==> config.mk <==
export PLATFORM = sky130hd
export DESIGN_NAME = rcpdm_scale
export DESIGN_NICKNAME = d
export VERILOG_FILES = /design/src/sv/rcpdm_pkg.sv /design/src/sv/rcpdm_scale.sv
export SDC_FILE = /design/constraint.sdc
export NUM_CORES = 1
export LEC_CHECK = 0
export ABC_AREA = 1
export BUFFER_PORTS_ARGS = -buffer_cell sky130_fd_sc_hd__buf_2
export CAP_MARGIN = 15
export CORE_UTILIZATION = 60
export CTS_CLUSTER_DIAMETER = 80
export DETAILED_ROUTE_END_ITERATION = 8
export PLACE_DENSITY = 0.8
export REMOVE_ABC_BUFFERS = 1
export SLEW_MARGIN = 5
export SYNTH_ARGS = -nofsm -noshare
export SYNTH_HDL_FRONTEND = slang
export SYNTH_SLANG_ARGS = --single-unit
export TNS_END_PERCENT = 1
==> constraint.sdc <==
create_clock -name i_clk -period 5.7 [get_ports i_clk]
set_input_delay 0.57 -clock i_clk [delete_from_list [all_inputs] [get_ports i_clk]]
set_output_delay 0.57 -clock i_clk [all_outputs]
set_load 0.02 [all_outputs]
==> src/sv/rcpdm_pkg.sv <==
// ----------------------------------------------------------------------------
// rcpdm_pkg
// Shared types and constants for the rc pulse differential drive mixer.
// ----------------------------------------------------------------------------
package rcpdm_pkg;

    localparam int PULSE_W           = 16;
    localparam int DUTY_W            = 8;
    localparam int AVERAGE_DEPTH_DEF = 5;

    // linear map 1000..2000 us onto -255..255
    localparam int PULSE_LO   = 1000;
    localparam int SCALE_NUM  = 510;
    localparam int SCALE_DEN  = 1000;
    localparam int DUTY_MAX   = 255;

    // signed speed / turn value after mapping
    localparam int SPEED_W    = PULSE_W + 1;
    // |avg - 1000| * 510 stays below 2**25
    localparam int MAG_W      = 25;
    localparam int NUM_W      = 9;

    // reciprocal of the mapping denominator, exact for numerators below 2**MAG_W
    localparam int          SCALE_SHIFT    = MAG_W + 10;
    localparam logic [63:0] SCALE_RCP_FULL =
        ((64'd1 << SCALE_SHIFT) + 64'(SCALE_DEN - 1)) / 64'(SCALE_DEN);
    localparam int          RCP_W          = MAG_W + 1;
    localparam logic [RCP_W-1:0] SCALE_RCP = SCALE_RCP_FULL[RCP_W-1:0];

    typedef struct packed {
        logic [PULSE_W-1:0] throttle_pulse_us;
        logic [PULSE_W-1:0] steering_pulse_us;
    } t_in;

    typedef struct packed {
        logic [DUTY_W-1:0] left_forward_duty;
        logic [DUTY_W-1:0] left_reverse_duty;
        logic [DUTY_W-1:0] right_forward_duty;
        logic [DUTY_W-1:0] right_reverse_duty;
        logic              signal_ok;
    } t_out;

    // per-stage load strobes for the scaling pipeline
    typedef struct packed {
        logic mean;
        logic mag;
        logic rcp;
        logic value;
    } t_scale_en;

endpackage

==> src/sv/rcpdm_scale.sv <==
// ----------------------------------------------------------------------------
// rcpdm_scale
// Window sum to mean, then mean mapped onto the signed drive range.
// ----------------------------------------------------------------------------
module rcpdm_scale #(
    parameter  int AVERAGE_DEPTH = rcpdm_pkg::AVERAGE_DEPTH_DEF,
    localparam int SUM_W         = rcpdm_pkg::PULSE_W + $clog2(AVERAGE_DEPTH)
) (
    input  logic                                   i_clk,
    input  rcpdm_pkg::t_scale_en                   i_en,
    input  logic [SUM_W-1:0]                       i_sum,
    output logic signed [rcpdm_pkg::SPEED_W-1:0]   o_value
);

    // reciprocal of the depth, exact for every sum below 2**SUM_W
    localparam int     DIV_SHIFT = SUM_W + 5;
    localparam longint DIV_RCP_L =
        ((longint'(1) << DIV_SHIFT) + longint'(AVERAGE_DEPTH) - 1) / longint'(AVERAGE_DEPTH);
    localparam logic [DIV_SHIFT:0] DIV_RCP = DIV_RCP_L[DIV_SHIFT:0];
    localparam int     PROD_W    = SUM_W + DIV_SHIFT + 1;
    localparam int     SPROD_W   = rcpdm_pkg::MAG_W + rcpdm_pkg::RCP_W;
    localparam int     PW        = rcpdm_pkg::PULSE_W;
    localparam int     SW        = rcpdm_pkg::SPEED_W;

    logic [PROD_W-1:0]             r_prod;
    logic                          r_neg;
    logic [rcpdm_pkg::MAG_W-1:0]   r_mag;
    logic                          r_neg_d;
    logic [SPROD_W-1:0]            r_sprod;
    logic signed [SW-1:0]          r_value;

    logic [PW-1:0]        w_avg;
    logic signed [SW-1:0] w_off;
    logic [PW-1:0]        w_abs;
    logic [PW-1:0]        w_quo;
    logic signed [SW-1:0] w_signed;

    always_comb begin
        w_avg = r_prod[DIV_SHIFT +: PW];
        w_off = $signed({1'b0, w_avg}) - SW'(rcpdm_pkg::PULSE_LO);
        w_abs = w_off[SW-1] ? PW'(-w_off) : w_off[PW-1:0];
        // truncation toward zero: divide the magnitude, restore the sign
        w_quo = r_sprod[rcpdm_pkg::SCALE_SHIFT +: PW];
        w_signed = r_neg_d ? -$signed({1'b0, w_quo}) : $signed({1'b0, w_quo});
    end

    always_ff @(posedge i_clk) begin
        if (i_en.mean) begin
            r_prod <= PROD_W'(i_sum) * PROD_W'(DIV_RCP);
        end
        if (i_en.mag) begin
            r_neg <= w_off[SW-1];
            r_mag <= rcpdm_pkg::MAG_W'(w_abs) * rcpdm_pkg::MAG_W'(rcpdm_pkg::SCALE_NUM);
        end
        if (i_en.rcp) begin
            r_neg_d <= r_neg;
            r_sprod <= SPROD_W'(r_mag) * SPROD_W'(rcpdm_pkg::SCALE_RCP);
        end
        if (i_en.value) begin
            r_value <= w_signed - SW'(rcpdm_pkg::DUTY_MAX);
        end
    end

    assign o_value = r_value;

endmodule
### Word level (Yosys, flattened, before mapping)

Cells that the tools add are included.

* register bits: 132
* input port bits: 24
* output and inout bits: 17

* $add $sub $neg: 4
* multiply operators: 3
* mux-type cells: 2

Operator list (count)
* $mul 24x26->50 const B: 1
* $mul 19x20->38 const B: 1
* $mul 16x8->24 const B: 1
* $mux 17: 1
* $neg 16->17: 1
* $sub 16x10->17 const B: 1
* $sub 17x9->17 const B: 1
* $mux 16: 1
* $neg 16->16: 1

### Depth between registers and ports, before layout

* depth after elaboration: 4
* mapped depth: 36

### Least setup slack after synthesis

Ideal clock, no wire load.

* path kind: reg-to-reg
* start point: register r_mag[22] in the netlist's numbering
* end point: register r_sprod[48], data pin
* library setup time: 0.258 ns
* arrival: 5.546 ns
* path slack: -0.104 ns
* stages on the path, launching flop included: 22
* path buffers: 0
* cell sequence: edfxtp_1 fa_1 inv_1 fa_1 fa_1 inv_1 fa_1 fa_1 inv_1 fa_1 fa_1 inv_1 ha_1 nand2_1 inv_1 a21oi_1 o21ai_0 a21oi_1 nand3_1 nand2_1 nand3b_1 xor2_1

* cells in the longest elaborated chain, start to end: 1

Ends and longest elaborated chain
* from (decl): line rcpdm_scale.sv:27 `logic [rcpdm_pkg::MAG_W-1:0] r_mag;`
* from (signal assigned): line rcpdm_scale.sv:53 `r_mag <= rcpdm_pkg::MAG_W'(w_abs) * rcpdm_pkg::MAG_W'(rcpdm_pkg::SCALE_NUM);`
* $mul 24x26->50: line rcpdm_scale.sv:57 `r_sprod <= SPROD_W'(r_mag) * SPROD_W'(rcpdm_pkg::SCALE_RCP);`
* to (signal assigned): line rcpdm_scale.sv:57
* to (decl): line rcpdm_scale.sv:29 `logic [SPROD_W-1:0] r_sprod;`

Every way passes these cells.
A chain may end at the register's enable or synchronous reset.

### Final worst setup path

* start point: register r_mag[19] in the netlist's numbering
* end point: register r_sprod[47], data pin

Same word-level chain as after synthesis.

==> results by group <==
Detailed routing
  – Residual DRC: 0
  – TritonRoute pass-1 iters: 5
  – Vias: around 19000
  – Initial drt markers: about 1100
  – Final wirelength: 61.9 mm
  – Wirelength per Cell: approximately 18 µm
  – ANT nets after route: 0
  – DR vias/cell: 5.43

Synth
  – Main combinational cell family by area after synthesis: adder cells
  – Share of the synthesized area in the top cell type: between 30 and 40%
  – Xor/xnor share of the synthesized area: approximately 4.2%
  – Register area share after synthesis: roughly a tenth
  – Warning count from the yosys run: 0
  – Avg Cell Area, Syn: between 8 and 9 µm²
  – FF+latch count, synth: between 70 and 80
  – Area contributors post-synth: fa_1, ha_1, inv_1
  – Post-synthesis compound-gate area fraction: around 6.9%
  – Post-Synth Simple-Gate Area: about 11%
  – FFs w/ async S/R, synth: 0%
  – Post-synth EDFFs: 75
  – Cell variety after synth: 47
  – Biggest area consumer among synthesized cells: fa_1
  – Post-synthesis mux area share: 0%
  – Adder-Cell Fraction of Synth Area: 54.8%
  – Syn Std Cell Area: 22600 µm²
  – Cells after Synth: roughly 2600
  – Main synth FF type: edfxtp_1

Worst setup path
  – Startpoint Class: flip-flop
  – Worst setup path startpoint: r_mag[19]$_DFFE_PP_
  – WS Path Type: flip-flop to flip-flop
  – CP Cell Sequence: fa_1, fa_1, fa_1, fa_1, fa_1, inv_2, fa_1, fa_1, inv_2, ha_4, nand2_4, nor2_4, nand2_2, or3_4, o221ai_2, xor2_1
  – Crit path largest cell delay: approximately 0.60 ns
  – Reg2reg start: r_mag[19]$_DFFE_PP_
  – Critical Path AT: around 6 ns
  – Slowest stage cell, crit path: fa_1
  – Worst EP required: 5.80 ns
  – Most used cell, CP: fa_1
  – Max FO, Critical Path: 3
  – CP endpoint kind: flip-flop

STA
  – Fin crit share: 102%
  – Peak Freq: 173 MHz
  – Worst slew pin tran: between 0.6 and 0.7 ns
  – Final setup vio count: 11
  – Fin crit period: slightly below 6 ns
  – Final setup TNS: -0.509 ns
  – Final hold vios: 0
  – Rel. slew slack: between 50% and 60%
  – Post-route setup slack: -0.0901 ns
  – Clock skew: between 0.02 and 0.025 ns
  – Unrepaired setup endpoints after global routing: true
  – Final Max Tran Viols: 0

Status
  – Status: finished, violations left
  – Violated checks: negative setup slack

Global route
  – Gr usage total: about a third
  – Initial antenna violation count: 1
  – Largest net degree at the start of global routing: 26
  – GRT overflow: 0
  – Vias in the first global route: slightly below 20000
  – First-pass GRT wire length: between 90 and 100 mm

Clocking
  – Max Root-Sink Buffers: 2
  – Clock Sinks: between 70 and 80
  – H-tree levels: 3
  – Worst-Skew Late Latency: roughly 0.37 ns
  – Root buf cell: clkbuf_16
  – CTS tree: done
  – Hold-fix buffers, CTS: 0
  – CTS Buf Count: 9
  – Worst-path clk slew: about 0.07 ns

Hold path
  – HP Class: flip-flop to flip-flop
  – Hold Crit Start: r_neg$_DFFE_PP_

Placed design
  – DP HPWL: between 50 and 60 mm
  – Final RePlAce weighted congestion: between 1 and 1.5
  – PortBufs: 40

Floorplanning
  – Row Count: 70
  – DIE WIDTH: a little under 200 µm
  – I/O pin total: just over 40
  – Initial Utilization: 61.4%
  – Die area: just under 40000 µm²
  – Die Height: between 150 and 200 µm
  – Core Area: approximately 37000 µm²

Layout
  – Layout area overhead: 18.7%
  – Layout cell share with drive strength beyond 1: about 20%
  – Final net count: 3714
  – Layout Utilization: around 73%

Job
  – Max_cap viols: 0
[cell type report]
cell class	instances	area [µm²]
repair buffers	293	2170
clock buffers	12	236
fillers	2508	9980
flip-flops and latches	75	2250
clock inverters	3	40.0
diodes	1	2.50
well taps	504	631
multi-input cells	1734	18600
inverters	790	2980
[critical path, delay by kind of cell (launching register included)]
| kind | cells | cell delay, ns |
|---|---|---|
| buf+inv | 2 | 0.11 |
| simple gates | 4 | 0.64 |
| flops | 1 | 0.46 |
| fa+ha+maj | 8 | 4.03 |
| compound gates | 1 | 0.21 |
| xor+xnor | 1 | 0.09 |
[routing by layer]
layer / track usage, % / vias to the layer above / wire, µm
met5: 0 / - / 0
met4: 15.3 / 0 / 3420
met3: 4.52 / 227 / 2990
met2: 58.9 / 614 / 31600
met1: 37.4 / 9061 / 23900
li1: - / 8631 / -
[synth_stat cells, types with 2 or more instances]
| library cell | n |
|---|---|
| a2111oi_0 | 2 |
| a211oi_1 | 2 |
| a21boi_0 | 4 |
| a21o_1 | 15 |
| a21oi_1 | 119 |
| a221oi_1 | 3 |
| a31oi_1 | 15 |
| edfxtp_1 | 75 |
| fa_1 | 342 |
| ha_1 | 445 |
| inv_1 | 782 |
| inv_2 | 6 |
| nand2_1 | 302 |
| nand2_2 | 11 |
| nand2_4 | 2 |
| nand3_1 | 59 |
| nand3_2 | 3 |
| nand3b_1 | 4 |
| nand4_1 | 17 |
| nor2_1 | 133 |
| nor2_4 | 2 |
| nor2_8 | 3 |
| nor3_1 | 19 |
| nor4_1 | 8 |
| o211ai_1 | 3 |
| o21a_1 | 11 |
| o21ai_0 | 75 |
| o21bai_1 | 13 |
| o221ai_1 | 2 |
| o31ai_1 | 3 |
| or2_2 | 6 |
| or3_1 | 2 |
| xnor2_1 | 27 |
| xor2_1 | 71 |
| xor2_4 | 3 |
[sequential cells by signal, summed over array words and instances, names as in the netlist]
signal   count
o_value     17
r_sprod     16
r_neg_d      1
r_neg        1
r_prod      16
r_mag       24
[layout by cell type (no fill, tap or decap), types with 12 or more instances in the layout]
cell type / n
nor2_4: 13
nor2_2: 17
a21oi_2: 29
o21bai_1: 12
nor3_1: 15
fa_1: 324
fa_2: 18
inv_1: 748
edfxtp_1: 75
nand2_1: 277
o21ai_1: 14
ha_1: 395
buf_4: 241
buf_2: 40
xor2_1: 67
nand4_1: 17
a21oi_1: 87
nor2_1: 106
ha_4: 40
nand3_1: 51
nand2_2: 31
xnor2_1: 27
a21o_1: 15
o21ai_0: 56
inv_2: 38
[stage by stage]
stage          cell area (µm²)  worst slack, ns  hold WS, ns  cells
6_report                 26900          -0.0901        0.560   3412
5_1_grt                  26900           -0.274        0.571   3411
4_1_cts                  25800          -0.0102        0.555   3390
3_5_place_dp             25100           -0.326        0.553   3354
3_3_place_gp             25100           -0.237        0.546   3354
2_1_floorplan            22600           -0.104        0.400   2599
[logic make-up (layout without fill, tap and decap cells)]
| group | Yosys count | count (layout) |
|---|---|---|
| buffers and inverters | 792 | 1098 |
| adder cells (fa/ha/maj) | 787 | 787 |
| AND/OR/NAND/NOR | 573 | 573 |
| AO/OA/AOI/OAI | 272 | 272 |
| XOR/XNOR | 102 | 102 |
| flip-flops | 75 | 75 |
| other | 0 | 1 |
[path summary, 6_finish.rpt]
check | cells after the start | endpoint | slack, ns
hold / removal | 0 | r_neg_d$_DFFE_PP_ | 0.56
hold reg to reg | 0 | r_neg_d$_DFFE_PP_ | 0.56
setup / recovery | 16 | r_sprod[47]$_DFFE_PP_ | -0.09
setup reg to reg | 16 | r_sprod[47]$_DFFE_PP_ | -0.09
[timing repair]
| item | 4_1_cts | 5_1_grt |
|---|---|---|
| setup endpoints to repair | 23 | 30 |
| resized for setup | 74 | 211 |
| pin swaps | 42 | 146 |
| buffers inserted | 21 | 21 |
Power is left out: the tool's default activity adds up to more than one toggle a clock period on the data nets, which glitch-free logic cannot reach.
