[config.mk]
export PLATFORM = sky130hd
export DESIGN_NAME = rcpdm_cell
export DESIGN_NICKNAME = d
export VERILOG_FILES = /design/src/sv/rcpdm_pkg.sv /design/src/sv/rcpdm_cell.sv
export SDC_FILE = /design/constraint.sdc
export NUM_CORES = 1
export LEC_CHECK = 0
export ABC_CLOCK_PERIOD_IN_PS = 800
export BUFFER_PORTS_ARGS = -buffer_cell sky130_fd_sc_hd__buf_4
export CAP_MARGIN = 20
export CORE_ASPECT_RATIO = 0.9
export CORE_MARGIN = 4
export CORE_UTILIZATION = 39
export DETAILED_ROUTE_END_ITERATION = 8
export HOLD_SLACK_MARGIN = 0.08
export PLACE_DENSITY = 0.77
export SYNTH_ARGS = -nofsm -noshare
export SYNTH_HDL_FRONTEND = slang
export SYNTH_SLANG_ARGS = --single-unit
[constraint.sdc]
create_clock -name i_clk -period 0.8 [get_ports i_clk]
set_clock_uncertainty 0.05 [all_clocks]
set_input_delay 0.08 -clock i_clk [delete_from_list [all_inputs] [get_ports i_clk]]
set_output_delay 0.08 -clock i_clk [all_outputs]
set_load 0.05 [all_outputs]
[src/sv/rcpdm_pkg.sv]
// ----------------------------------------------------------------------------
// rcpdm_pkg
// Shared types and constants for the rc pulse differential drive mixer.
// ----------------------------------------------------------------------------
package rcpdm_pkg;

    localparam int PULSE_W           = 16;
    localparam int DUTY_W            = 8;
    localparam int AVERAGE_DEPTH_DEF = 5;

    // linear map 1000..2000 us onto -255..255
    localparam int PULSE_LO   = 1000;
    localparam int SCALE_NUM  = 510;
    localparam int SCALE_DEN  = 1000;
    localparam int DUTY_MAX   = 255;

    // signed speed / turn value after mapping
    localparam int SPEED_W    = PULSE_W + 1;
    // |avg - 1000| * 510 stays below 2**25
    localparam int MAG_W      = 25;
    localparam int NUM_W      = 9;

    // reciprocal of the mapping denominator, exact for numerators below 2**MAG_W
    localparam int          SCALE_SHIFT    = MAG_W + 10;
    localparam logic [63:0] SCALE_RCP_FULL =
        ((64'd1 << SCALE_SHIFT) + 64'(SCALE_DEN - 1)) / 64'(SCALE_DEN);
    localparam int          RCP_W          = MAG_W + 1;
    localparam logic [RCP_W-1:0] SCALE_RCP = SCALE_RCP_FULL[RCP_W-1:0];

    typedef struct packed {
        logic [PULSE_W-1:0] throttle_pulse_us;
        logic [PULSE_W-1:0] steering_pulse_us;
    } t_in;

    typedef struct packed {
        logic [DUTY_W-1:0] left_forward_duty;
        logic [DUTY_W-1:0] left_reverse_duty;
        logic [DUTY_W-1:0] right_forward_duty;
        logic [DUTY_W-1:0] right_reverse_duty;
        logic              signal_ok;
    } t_out;

    // per-stage load strobes for the scaling pipeline
    typedef struct packed {
        logic mean;
        logic mag;
        logic rcp;
        logic value;
    } t_scale_en;

endpackage

[src/sv/rcpdm_cell.sv]
// ----------------------------------------------------------------------------
// rcpdm_cell
// One history cell: holds a throttle and a steering sample and hands them on.
// ----------------------------------------------------------------------------
module rcpdm_cell (
    input  logic                              i_clk,
    input  logic                              i_rst_n,
    input  logic                              i_shift,
    input  logic [rcpdm_pkg::PULSE_W-1:0]     i_thr,
    input  logic [rcpdm_pkg::PULSE_W-1:0]     i_str,
    output logic [rcpdm_pkg::PULSE_W-1:0]     o_thr,
    output logic [rcpdm_pkg::PULSE_W-1:0]     o_str
);

    logic [rcpdm_pkg::PULSE_W-1:0] r_thr;
    logic [rcpdm_pkg::PULSE_W-1:0] r_str;

    always_ff @(posedge i_clk) begin
        if (!i_rst_n) begin
            r_thr <= '0;
            r_str <= '0;
        end else if (i_shift) begin
            r_thr <= i_thr;
            r_str <= i_str;
        end
    end

    assign o_thr = r_thr;
    assign o_str = r_str;

endmodule

## Word-level counts from Yosys, hierarchy flattened

Cells that the tools add are included.

- Bits of input ports: 35
- Output and inout bits: 32
- Word-level logic and storage cells: 2
- Bits in registers: 32

## Longest topological paths before layout

Gate-level depths: netlist of run 1.

- Depth in word-level cells: 0
- Gate-level depth with buffers: 4
- Mapped depth without buffers: 2

## Worst setup path before layout of run 1

OpenSTA, ideal clock, no wires.

- Kind: register -> register
- Start: reg, netlist name o_str[0]
- End: reg r_str, in the netlist o_str[0]
- Required time: 684 ps
- Slack: -153 ps
- Cell stages (with the launch flop): 3
- Setup time: 66 ps
- Data arrival time: 838 ps
- Cell sequence: dfxtp_1 > mux2i_1 > nor2b_1

RTL lines:

| item | RTL line | text |
|---|---|---|
| to (signal assigned) | rcpdm_cell.sv:24 | `r_str <= i_str;` |
| to (decl) | rcpdm_cell.sv:16 | `logic [rcpdm_pkg::PULSE_W-1:0] r_str;` |

## Worst setup path after layout of run 1

- Start: reg r_thr, in the netlist o_thr[11]
- End: out o_thr[11] (netlist bit)

RTL lines:

| item | RTL line | text |
|---|---|---|
| from (decl) | rcpdm_cell.sv:15 | `logic [rcpdm_pkg::PULSE_W-1:0] r_thr;` |
| from (signal assigned) | rcpdm_cell.sv:23 | `r_thr <= i_thr;` |
| to (decl) | rcpdm_cell.sv:11 | `output logic [rcpdm_pkg::PULSE_W-1:0] o_thr,` |

No word-level cell between the ends.

==> metrics.txt, run 1 <==
HPWL Detailed=2086 µm; crit start category=flip-flop; maximum number of pins on one net before global-route repair=33; unrepaired setup endpoints after global routing=yes; CP Class=flip-flop to primary output; detailed-routing wirelength on met1=1193 µm; source-to-sink clock delay at the later pin of the worst-skew pair=330 ps; Bufs and invs on worst path=1; Max-cap violations=0; final hold violation count=0; max-slew headroom at the worst pin=0.8420; top metal layer carrying routed signals=met4; Register-to-Register Setup Slack=-40 ps; cts-stage hold buffer count=32; failing checks=setup timing; category of cells accounting for the largest share of critical-path delay=flip-flops; Synth Instances=103; run status=finished, violations left; vias in the first global route=1247; crit end category=primary output; Post-Layout Cell Count=250; starting DRC count in detailed routing=17; Die Area=0.004158 mm²; maximum frequency from static timing analysis=1.011 GHz; Slew @ Worst Pin=237.0 ps; clk buf depth=2; area of the mapped netlist=0.001244 mm²; first-pass GRT wire length=5575 µm; commonest non-fill, non-tap cells in the layout=34 x buf_4, 32 x mux2i_1, 32 x nor2b_1, 32 x dfxtp_2, 32 x buf_8; yosys warns=0; max-slew violation count=0; nets@finish=242; total gr overflow=0; Distinct cells, synth=6; sequential element share of the synthesized area=0.5151; Setup WS pre-CTS=-21.00 ps; Synthesized Nets=138; final weighted congestion in routability-driven placement=0.6290; per-instance average area after synthesis=12.07 µm²; Crit path required time=670 ps; starting density of the core=0.4055; post-synthesis sequential element count=32; All-Layer GR Usage=0.1881; Final Setup Violations=36; worst reg2reg path endpoint=o_str[15]; Worst R2R Path Depth=3; vias per cell=4.496; Final WS setup=-188.9 ps; Chip Width=67.53 µm; total power=4.156 mW; min-delay src=i_rst_n; slowest cell on the critical path=dfxtp_2; post-placement cell count=206; antenna diode count=0; count of nets left with antenna violations after detail routing=0; reg-to-reg critical path startpoint=o_str[15]; antenna violations before repair=0; Remaining DRCs=0; Die Height=61.58 µm; number of placement rows=19; Top-Level Pins=67; routed length on met2=2227 µm; Root Buffer Master=clkbuf_4; power per standard cell area=1678 mW/mm²; clock slew at the register clock pins of the worst setup and hold paths=100 ps; via count=1124; post-layout min period=988.9 ps; largest driver fanout on the critical path=2; LEAKAGE=1.153 nW; total clock sinks=32; Setup TNS Final=-5340 ps; worst hold-check path type=primary input to flip-flop; area inside the core boundary=0.003067 mm²; Critical Path, Cell by Cell=buf_8; CTS Buf Count=5; Max VDD drop=1.427 mV; total wirelength of the detailed-routed design=3764 µm; Pre-Repair DR Iteration Count=3; longest individual stage delay on the worst path=370 ps; end point of the critical path=o_thr[11]; CTS HTree Levels=2; most common library cell in the layout ignoring fill and taps=buf_4; TritonCTS clock tree=done; count of input and output buffers=66; CP arrival=860 ps; WL per Instance=15.06 µm; layout cell share with drive strength beyond 1=0.5337; number of stages on the worst setup path=1; metal3 WL=258 µm; Area Overhead vs Synth=99.09%; launch point of the worst path=o_thr[11]; period utilization=1.236
## stage by stage
stage               hold WS [ps]  area (µm²)  utilization
floorplan                  158.0        1284            -
global placement           286.0        1789       0.5834
detailed placement         295.9        1789       0.5834
CTS                        58.84        2411       0.7862
global route               69.13        2476       0.8074
finish                     69.81        2476       0.8074
## report_power, final
| part | leakage, nW | internal [mW] | switching [mW] |
|---|---|---|---|
| clock | 0.0422 | 0.655 | 0.541 |
| sequential | 0.275 | 1.71 | 0.0875 |
| combinational | 0.835 | 0.610 | 0.553 |
| total | 1.15 | 2.97 | 1.18 |
## how the worst min path moves through the flow
stage / to / depth (start not counted)
final: o_str[11] / 2
after CTS: o_str[3] / 2
after global placement: o_str[1] / 3
after floorplan: o_str[15] / 1
after global routing: o_thr[3] / 2
after detailed placement: o_str[12] / 3
## registers in the layout, indices dropped and copies added (netlist names)
register	flops
o_thr	16
o_str	16
## cells in the mapped netlist
library cell  instances  area share
nor2b_1              32        0.16
buf_12                3       0.048
buf_6                 1      0.0091
clkbuf_1              3      0.0091
mux2i_1              32        0.26
dfxtp_1              32        0.52
## repair_timing
action | 4_1_cts | 5_1_grt
setup buffers | 1 | 3
cloned | 0 | 0
endpoints found under the setup margin | 32 | 36
resized for setup | 58 | 12
hold endpoints to repair | 32 | 11
## cell type report
class,instances,area (µm²)
clock buffers,6,41.29
fillers,186,590.6
multi-input cells,64,520.5
clock inverters,2,35.03
flip-flops and latches,32,680.7
well taps,42,52.55
repair buffers,104,1146
## routing by layer
metal  track usage  up-vias
met5             0        -
met4       0.07803        0
met3       0.08212        9
met2        0.3731       40
met1        0.1633      527
li1              -      548
## kinds of logic (layout without fill, tap and decap cells)
group | count (synthesis) | count (layout) | share of synthesized area
buf+inv | 7 | 112 | 0.06640
simple gates | 32 | 32 | 0.1610
mux | 32 | 32 | 0.2575
flops | 32 | 32 | 0.5151
(Power assumes the default switching activity.)
==> run 2, diff against run 1 <==
Settings changed: SKIP_LAST_GASP set to 1.
==> run 2 against run 1 <==
Net effect:
- the run still ends with setup timing left
- flip-flop and latch count is the same
- cell area shrank 0.30%
- global-route usage is the same
- register-to-register slack is essentially flat
- cell count is the same
- sequential share of layout area grew 0.084 points
- non-clock buffer count is the same
- critical endpoint unchanged
- largest cell class unchanged
==> metrics.txt, run 2 (synthesis gave the netlist of run 1 again) <==
run status=finished, violations left (unchanged); failing checks=setup timing (unchanged); longest individual stage delay on the worst path=370 ps (about the same); count of input and output buffers=66 (unchanged); final-layout fill cell count=188 (was 186); final weighted congestion in routability-driven placement=0.6290 (unchanged); proportion of power drawn by the clock network=0.287 (was 0.288); maximum number of pins on one net before global-route repair=33 (unchanged); total wirelength of the detailed-routed design=3805 µm (was 3764 µm); post-placement cell count=206 (unchanged); net switching share of the total power=0.2836 (was 0.2845); Net Sw Power=1.176 mW (was 1.182 mW); All-Layer GR Usage=0.1881 (unchanged); CP arrival=860 ps (about the same); Crit path required time=670 ps (about the same); Area Overhead vs Synth=98.49% (was 99.09%); Pre-Repair DR Iteration Count=4 (was 3); Remaining DRCs=0 (unchanged); most common library cell in the layout ignoring fill and taps=buf_4 (unchanged); worst reg2reg path endpoint=o_str[15] (unchanged); reg-to-reg critical path startpoint=o_str[15] (unchanged); metal3 WL=266 µm (was 258 µm); source-to-sink clock delay at the later pin of the worst-skew pair=320 ps (was 330 ps); Register-to-Register Setup Slack=-40 ps (about the same); max-slew headroom at the worst pin=0.8353 (was 0.8420); worst hold-check path type=primary input to flip-flop (unchanged); TritonCTS clock tree=done (unchanged); Max VDD drop=1.410 mV (was 1.427 mV); crit end category=primary output (unchanged); number of cells on the worst hold path=2 (unchanged); Root Buffer Master=clkbuf_4 (unchanged); Final Setup Violations=36 (unchanged); Comb power frac=0.280 (about the same); Slew @ Worst Pin=247.1 ps (was 237.0 ps); layout cell share with drive strength beyond 1=0.5337 (unchanged); starting DRC count in detailed routing=12 (was 17); via count=1138 (was 1124); min-delay src=i_rst_n (unchanged); clock slew at the register clock pins of the worst setup and hold paths=100 ps (about the same); total gr overflow=0 (unchanged); total clock sinks=32 (unchanged); max-slew violation count=0 (unchanged); detailed-routing wirelength on met1=1164 µm (was 1193 µm); antenna diode count=0 (unchanged); antenna violations before repair=0 (unchanged); first-pass GRT wire length=5575 µm (unchanged); Max-cap violations=0 (unchanged); WL per Instance=15.22 µm (was 15.06 µm); Worst R2R Path Depth=3 (unchanged); Die Area=0.004158 mm² (unchanged); area inside the core boundary=0.003067 mm² (unchanged); starting density of the core=0.4055 (unchanged); largest driver fanout on the critical path=2 (unchanged); Chip Width=67.53 µm (unchanged); clk buf depth=2 (unchanged); Post-Layout Cell Count=250 (unchanged); vias per cell=4.552 (was 4.496); Bufs and invs on worst path=1 (unchanged); top metal layer carrying routed signals=met4 (unchanged); vias in the first global route=1247 (unchanged); routed length on met2=2269 µm (was 2227 µm); end point of the most critical hold path=o_str[11] (unchanged); power per standard cell area=1679 mW/mm² (was 1678 mW/mm²); Critical Path, Cell by Cell=buf_8 (unchanged); CP Class=flip-flop to primary output (unchanged); period utilization=1.233 (was 1.236); final hold violation count=0 (unchanged); CTS Buf Count=5 (unchanged); launch point of the worst path=o_thr[11] (unchanged); crit start category=flip-flop (unchanged); proportion of power drawn by flip-flops and latches=0.433 (was 0.432); number of placement rows=19 (unchanged); cts-stage hold buffer count=32 (unchanged); unrepaired setup endpoints after global routing=yes (unchanged); CTS HTree Levels=2 (unchanged); fraction of the core area covered by cells at the end of the flow=0.8050 (was 0.8074); count of nets left with antenna violations after detail routing=0 (unchanged); Die Height=61.58 µm (unchanged); HPWL Detailed=2086 µm (unchanged); cell internal power dissipation=2.970 mW (was 2.973 mW); nets@finish=242 (unchanged); LEAKAGE=1.151 nW (was 1.153 nW); total power=4.146 mW (was 4.156 mW); Top-Level Pins=67 (unchanged); maximum frequency from static timing analysis=1.014 GHz (was 1.011 GHz); commonest non-fill, non-tap cells in the layout=36 x buf_4, 32 x mux2i_1, 32 x nor2b_1, 32 x dfxtp_2, 32 x buf_8 (was 34 x buf_4, 32 x mux2i_1, 32 x nor2b_1, 32 x dfxtp_2, 32 x buf_8); post-layout min period=986.2 ps (was 988.9 ps); category of cells accounting for the largest share of critical-path delay=flip-flops (unchanged); slowest cell on the critical path=dfxtp_2 (unchanged); Final WS setup=-186.2 ps (was -188.9 ps)
-- run 2: changes by cell type in the layout (fill, tap and decap cells not counted) --
cell	previous run	this run
buf_6	4	2
buf_4	34	36
-- run 2: worst max-delay path by stage --
| stage | depth (start not counted) | end |
|---|---|---|
| after detailed placement | 4 | o_thr[12] |
| after global routing | 1 | o_str[3] |
| after global placement | 4 | o_str[0] |
| after CTS | 1 | o_thr[2] |
| final | 1 | o_thr[11] |
| after floorplan | 2 | o_str[0] |
-- run 2: power groups by stage --
stage,Clock [mW],Sequential [mW],Combinational [mW]
finish,1.19,1.80,1.16
global route,1.31,1.81,1.22
CTS,1.24,1.79,1.12
detailed placement,0,1.79,0.869
global placement,0,1.79,0.854
floorplan,0,2.12,0.238
-- run 2: metrics by stage --
stage                     hold WS [ps]  setup TNS, ps  worst slack [ps]  area [µm²]
after global placement           286.0              0             6.452        1789
after global routing             71.70          -6852            -227.9        2469
after CTS                        58.84          -5816            -198.2        2411
after floorplan                  158.0              0             11.94        1284
final                            76.35          -5298            -186.2        2469
after detailed placement         295.9         -139.5            -21.00        1789
-- run 2: per-layer routing --
layer  vias to the layer above  GRT usage
met5                         -          0
met4                         0    0.07803
met3                        11    0.08212
met2                        44     0.3731
met1                       538     0.1633
li1                        545          -
-- run 2: repair_timing --
action,CTS,global route
gates cloned,0,0
endpoints found under the setup margin,32,36
resized for setup,58,10
endpoints found under the hold margin,32,11
setup buffers,1,3
-- run 2: layout make-up --
type	instances	area, µm²	area share
Clock buffer	6	41.29	0.01673
Clock inverter	2	35.03	0.01419
Multi-Input combinational cell	64	520.5	0.2108
Sequential cell	32	680.7	0.2757
Tap cell	42	52.55	0.02129
Timing Repair Buffer	104	1139	0.4612
==> run 3, diff against run 2 <==
==> constraint.sdc (replaced) <==
create_clock -name i_clk -period 0.8 [get_ports i_clk]
set_clock_uncertainty 0.05 [all_clocks]
set_input_delay 0.04 -clock i_clk [delete_from_list [all_inputs] [get_ports i_clk]]
set_output_delay 0.04 -clock i_clk [all_outputs]
set_load 0.05 [all_outputs]
==> run 3 against run 2 <==
Net effect:
- the run still ends with setup timing left
- flip-flop and latch count stayed put
- sequential power hardly changed
- sequential share of layout area down 0.14 points
- combinational power barely moved
- global-route usage is 0.58 points lower
- critical path type unchanged
- count of clock-buffer cells in the layout did not move
- total power grew 0.14%
- routed wire length shrank 1.9%
- cell count rose by 0.40%
==> metrics.txt, run 3 (synthesis gave the netlist of run 1 again) <==
slowest cell on the critical path=dfxtp_2 (unchanged); count of nets left with antenna violations after detail routing=0 (unchanged); final hold violation count=0 (unchanged); vias in the first global route=1182 (was 1247); total gr overflow=0 (unchanged); max-slew violation count=0 (unchanged); category of cells accounting for the largest share of critical-path delay=flip-flops (unchanged); All-Layer GR Usage=0.1823 (was 0.1881); Area Overhead vs Synth=99.50% (was 98.49%); via count=1112 (was 1138); TritonCTS clock tree=done (unchanged); HPWL Detailed=2085 µm (was 2086 µm); Critical Path, Cell by Cell=buf_8 (unchanged); Chip Width=67.53 µm (unchanged); CTS HTree Levels=2 (unchanged); register area=680.7 µm² (unchanged); crit start category=flip-flop (unchanged); reg-to-reg critical path startpoint=o_thr[11] (was o_str[15]); end point of the critical path=o_thr[11] (unchanged); Root Buffer Master=clkbuf_4 (unchanged); Final WS setup=-132.4 ps (was -186.2 ps); CTS Buf Count=5 (unchanged); antenna violations before repair=0 (unchanged); Setup TNS Final=-3773 ps (was -5298 ps); routed length on met2=2254 µm (was 2269 µm); failing checks=setup timing (unchanged); number of placement rows=19 (unchanged); period utilization=1.166 (was 1.233); clk buf depth=2 (unchanged); number of stages on the worst setup path=1 (unchanged); maximum frequency from static timing analysis=1.072 GHz (was 1.014 GHz); total clock sinks=32 (unchanged); CP arrival=840 ps (was 860 ps); detailed-routing wirelength on met1=1228 µm (was 1164 µm); power per standard cell area=1673 mW/mm² (was 1679 mW/mm²); starting density of the core=0.4055 (unchanged); final weighted congestion in routability-driven placement=0.6288 (was 0.6290); commonest non-fill, non-tap cells in the layout=33 x dlygate4sd3_1, 33 x buf_4, 32 x mux2i_1, 32 x nor2b_1, 32 x dfxtp_2 (was 36 x buf_4, 32 x mux2i_1, 32 x nor2b_1, 32 x dfxtp_2, 32 x buf_8); run status=finished, violations left (unchanged); multi-input gate area in the final layout=520.5 µm² (unchanged); metal3 WL=225 µm (was 266 µm); unrepaired setup endpoints after global routing=yes (unchanged); Crit path required time=710 ps (was 670 ps); area inside the core boundary=0.003067 mm² (unchanged); clock slew at the register clock pins of the worst setup and hold paths=100 ps (about the same); nets@finish=243 (was 242); source-to-sink clock delay at the later pin of the worst-skew pair=320 ps (about the same); Remaining DRCs=0 (unchanged); launch point of the worst path=o_thr[11] (unchanged); Die Height=61.58 µm (unchanged); max-slew headroom at the worst pin=0.8840 (was 0.8353); starting DRC count in detailed routing=20 (was 12); CP Class=flip-flop to primary output (unchanged); Register-to-Register Setup Slack=-20 ps (was -40 ps); largest driver fanout on the critical path=2 (unchanged); total power=4.152 mW (was 4.146 mW); worst hold-check path type=primary input to flip-flop (unchanged); Final Setup Violations=34 (was 36); Pre-Repair DR Iteration Count=2 (was 4); Slew @ Worst Pin=169.2 ps (was 247.1 ps); top metal layer carrying routed signals=met4 (unchanged); count of input and output buffers=66 (unchanged); Max-cap violations=0 (unchanged); hold_ws=148.9 ps (was 76.35 ps); LEAKAGE=1.139 nW (was 1.151 nW); Top-Level Pins=67 (unchanged); Worst R2R Path Depth=3 (unchanged); worst reg2reg path endpoint=o_thr[11] (was o_str[15]); longest individual stage delay on the worst path=370 ps (about the same); Bufs and invs on worst path=1 (unchanged); Max VDD drop=1.501 mV (was 1.410 mV); antenna diode count=0 (unchanged); WL per Instance=14.87 µm (was 15.22 µm); vias per cell=4.430 (was 4.552); layout cell share with drive strength beyond 1=0.5311 (was 0.5337); post-layout min period=932.4 ps (was 986.2 ps); maximum number of pins on one net before global-route repair=33 (unchanged); total wirelength of the detailed-routed design=3733 µm (was 3805 µm); crit end category=primary output (unchanged); Die Area=0.004158 mm² (unchanged); final-layout fill cell count=188 (unchanged); first-pass GRT wire length=5409 µm (was 5575 µm)
-- run 3: cell count changes in the layout (fill, tap and decap cells not counted), sizes merged --
cell          delta
dlygate4sd3      +3
dlymetal6s4s     -2
-- run 3: layer usage --
metal / vias up / global-route usage
met5: - / 0
met4: 0 / 0.06069
met3: 2 / 0.07299
met2: 34 / 0.3592
met1: 528 / 0.1700
li1: 548 / -
-- run 3: cell type report --
class,count,area share
Clock inverter,2,0.01412
Multi-Input combinational cell,64,0.2098
Clock buffer,6,0.01664
Tap cell,42,0.02118
Timing Repair Buffer,105,0.4639
Sequential cell,32,0.2743
-- run 3: worst min-delay path by stage --
stage	start	endpoint	slack [ps]	cells past startpoint
finish	i_shift	o_str[12]	150	4
global placement	i_str[1]	o_str[1]	250	3
detailed placement	i_str[2]	o_str[2]	260	3
floorplan	i_rst_n	o_str[15]	120	1
CTS	i_shift	o_str[12]	130	4
global route	i_shift	o_str[3]	140	4
-- run 3: repair_timing --
| action | in CTS | in global routing |
|---|---|---|
| setup buffers | 1 | 3 |
| gates resized for setup | 55 | 13 |
| endpoints found under the hold margin | 32 | 0 |
| gates cloned | 0 | 0 |
| setup endpoints to repair | 32 | 58 |
| hold buffers | 33 | 0 |
-- run 3: per-stage QoR --
| step | std cells | area [µm²] | util | setup slack (ps) |
|---|---|---|---|---|
| 2_1_floorplan | 103 | 1284 | - | 11.94 |
| 3_3_place_gp | 206 | 1789 | 0.5834 | 46.39 |
| 3_5_place_dp | 206 | 1789 | 0.5834 | -1.733 |
| 4_1_cts | 248 | 2410 | 0.7858 | -150.8 |
| 5_1_grt | 251 | 2481 | 0.8091 | -187.7 |
| 6_report | 251 | 2481 | 0.8091 | -132.4 |
-- run 3: power by group --
group | total [mW] | leakage (nW) | internal (mW) | switching [mW]
Sequential | 1.80 | 0.275 | 1.71 | 0.0886
Combinational | 1.16 | 0.821 | 0.611 | 0.552
Clock | 1.19 | 0.0422 | 0.655 | 0.537
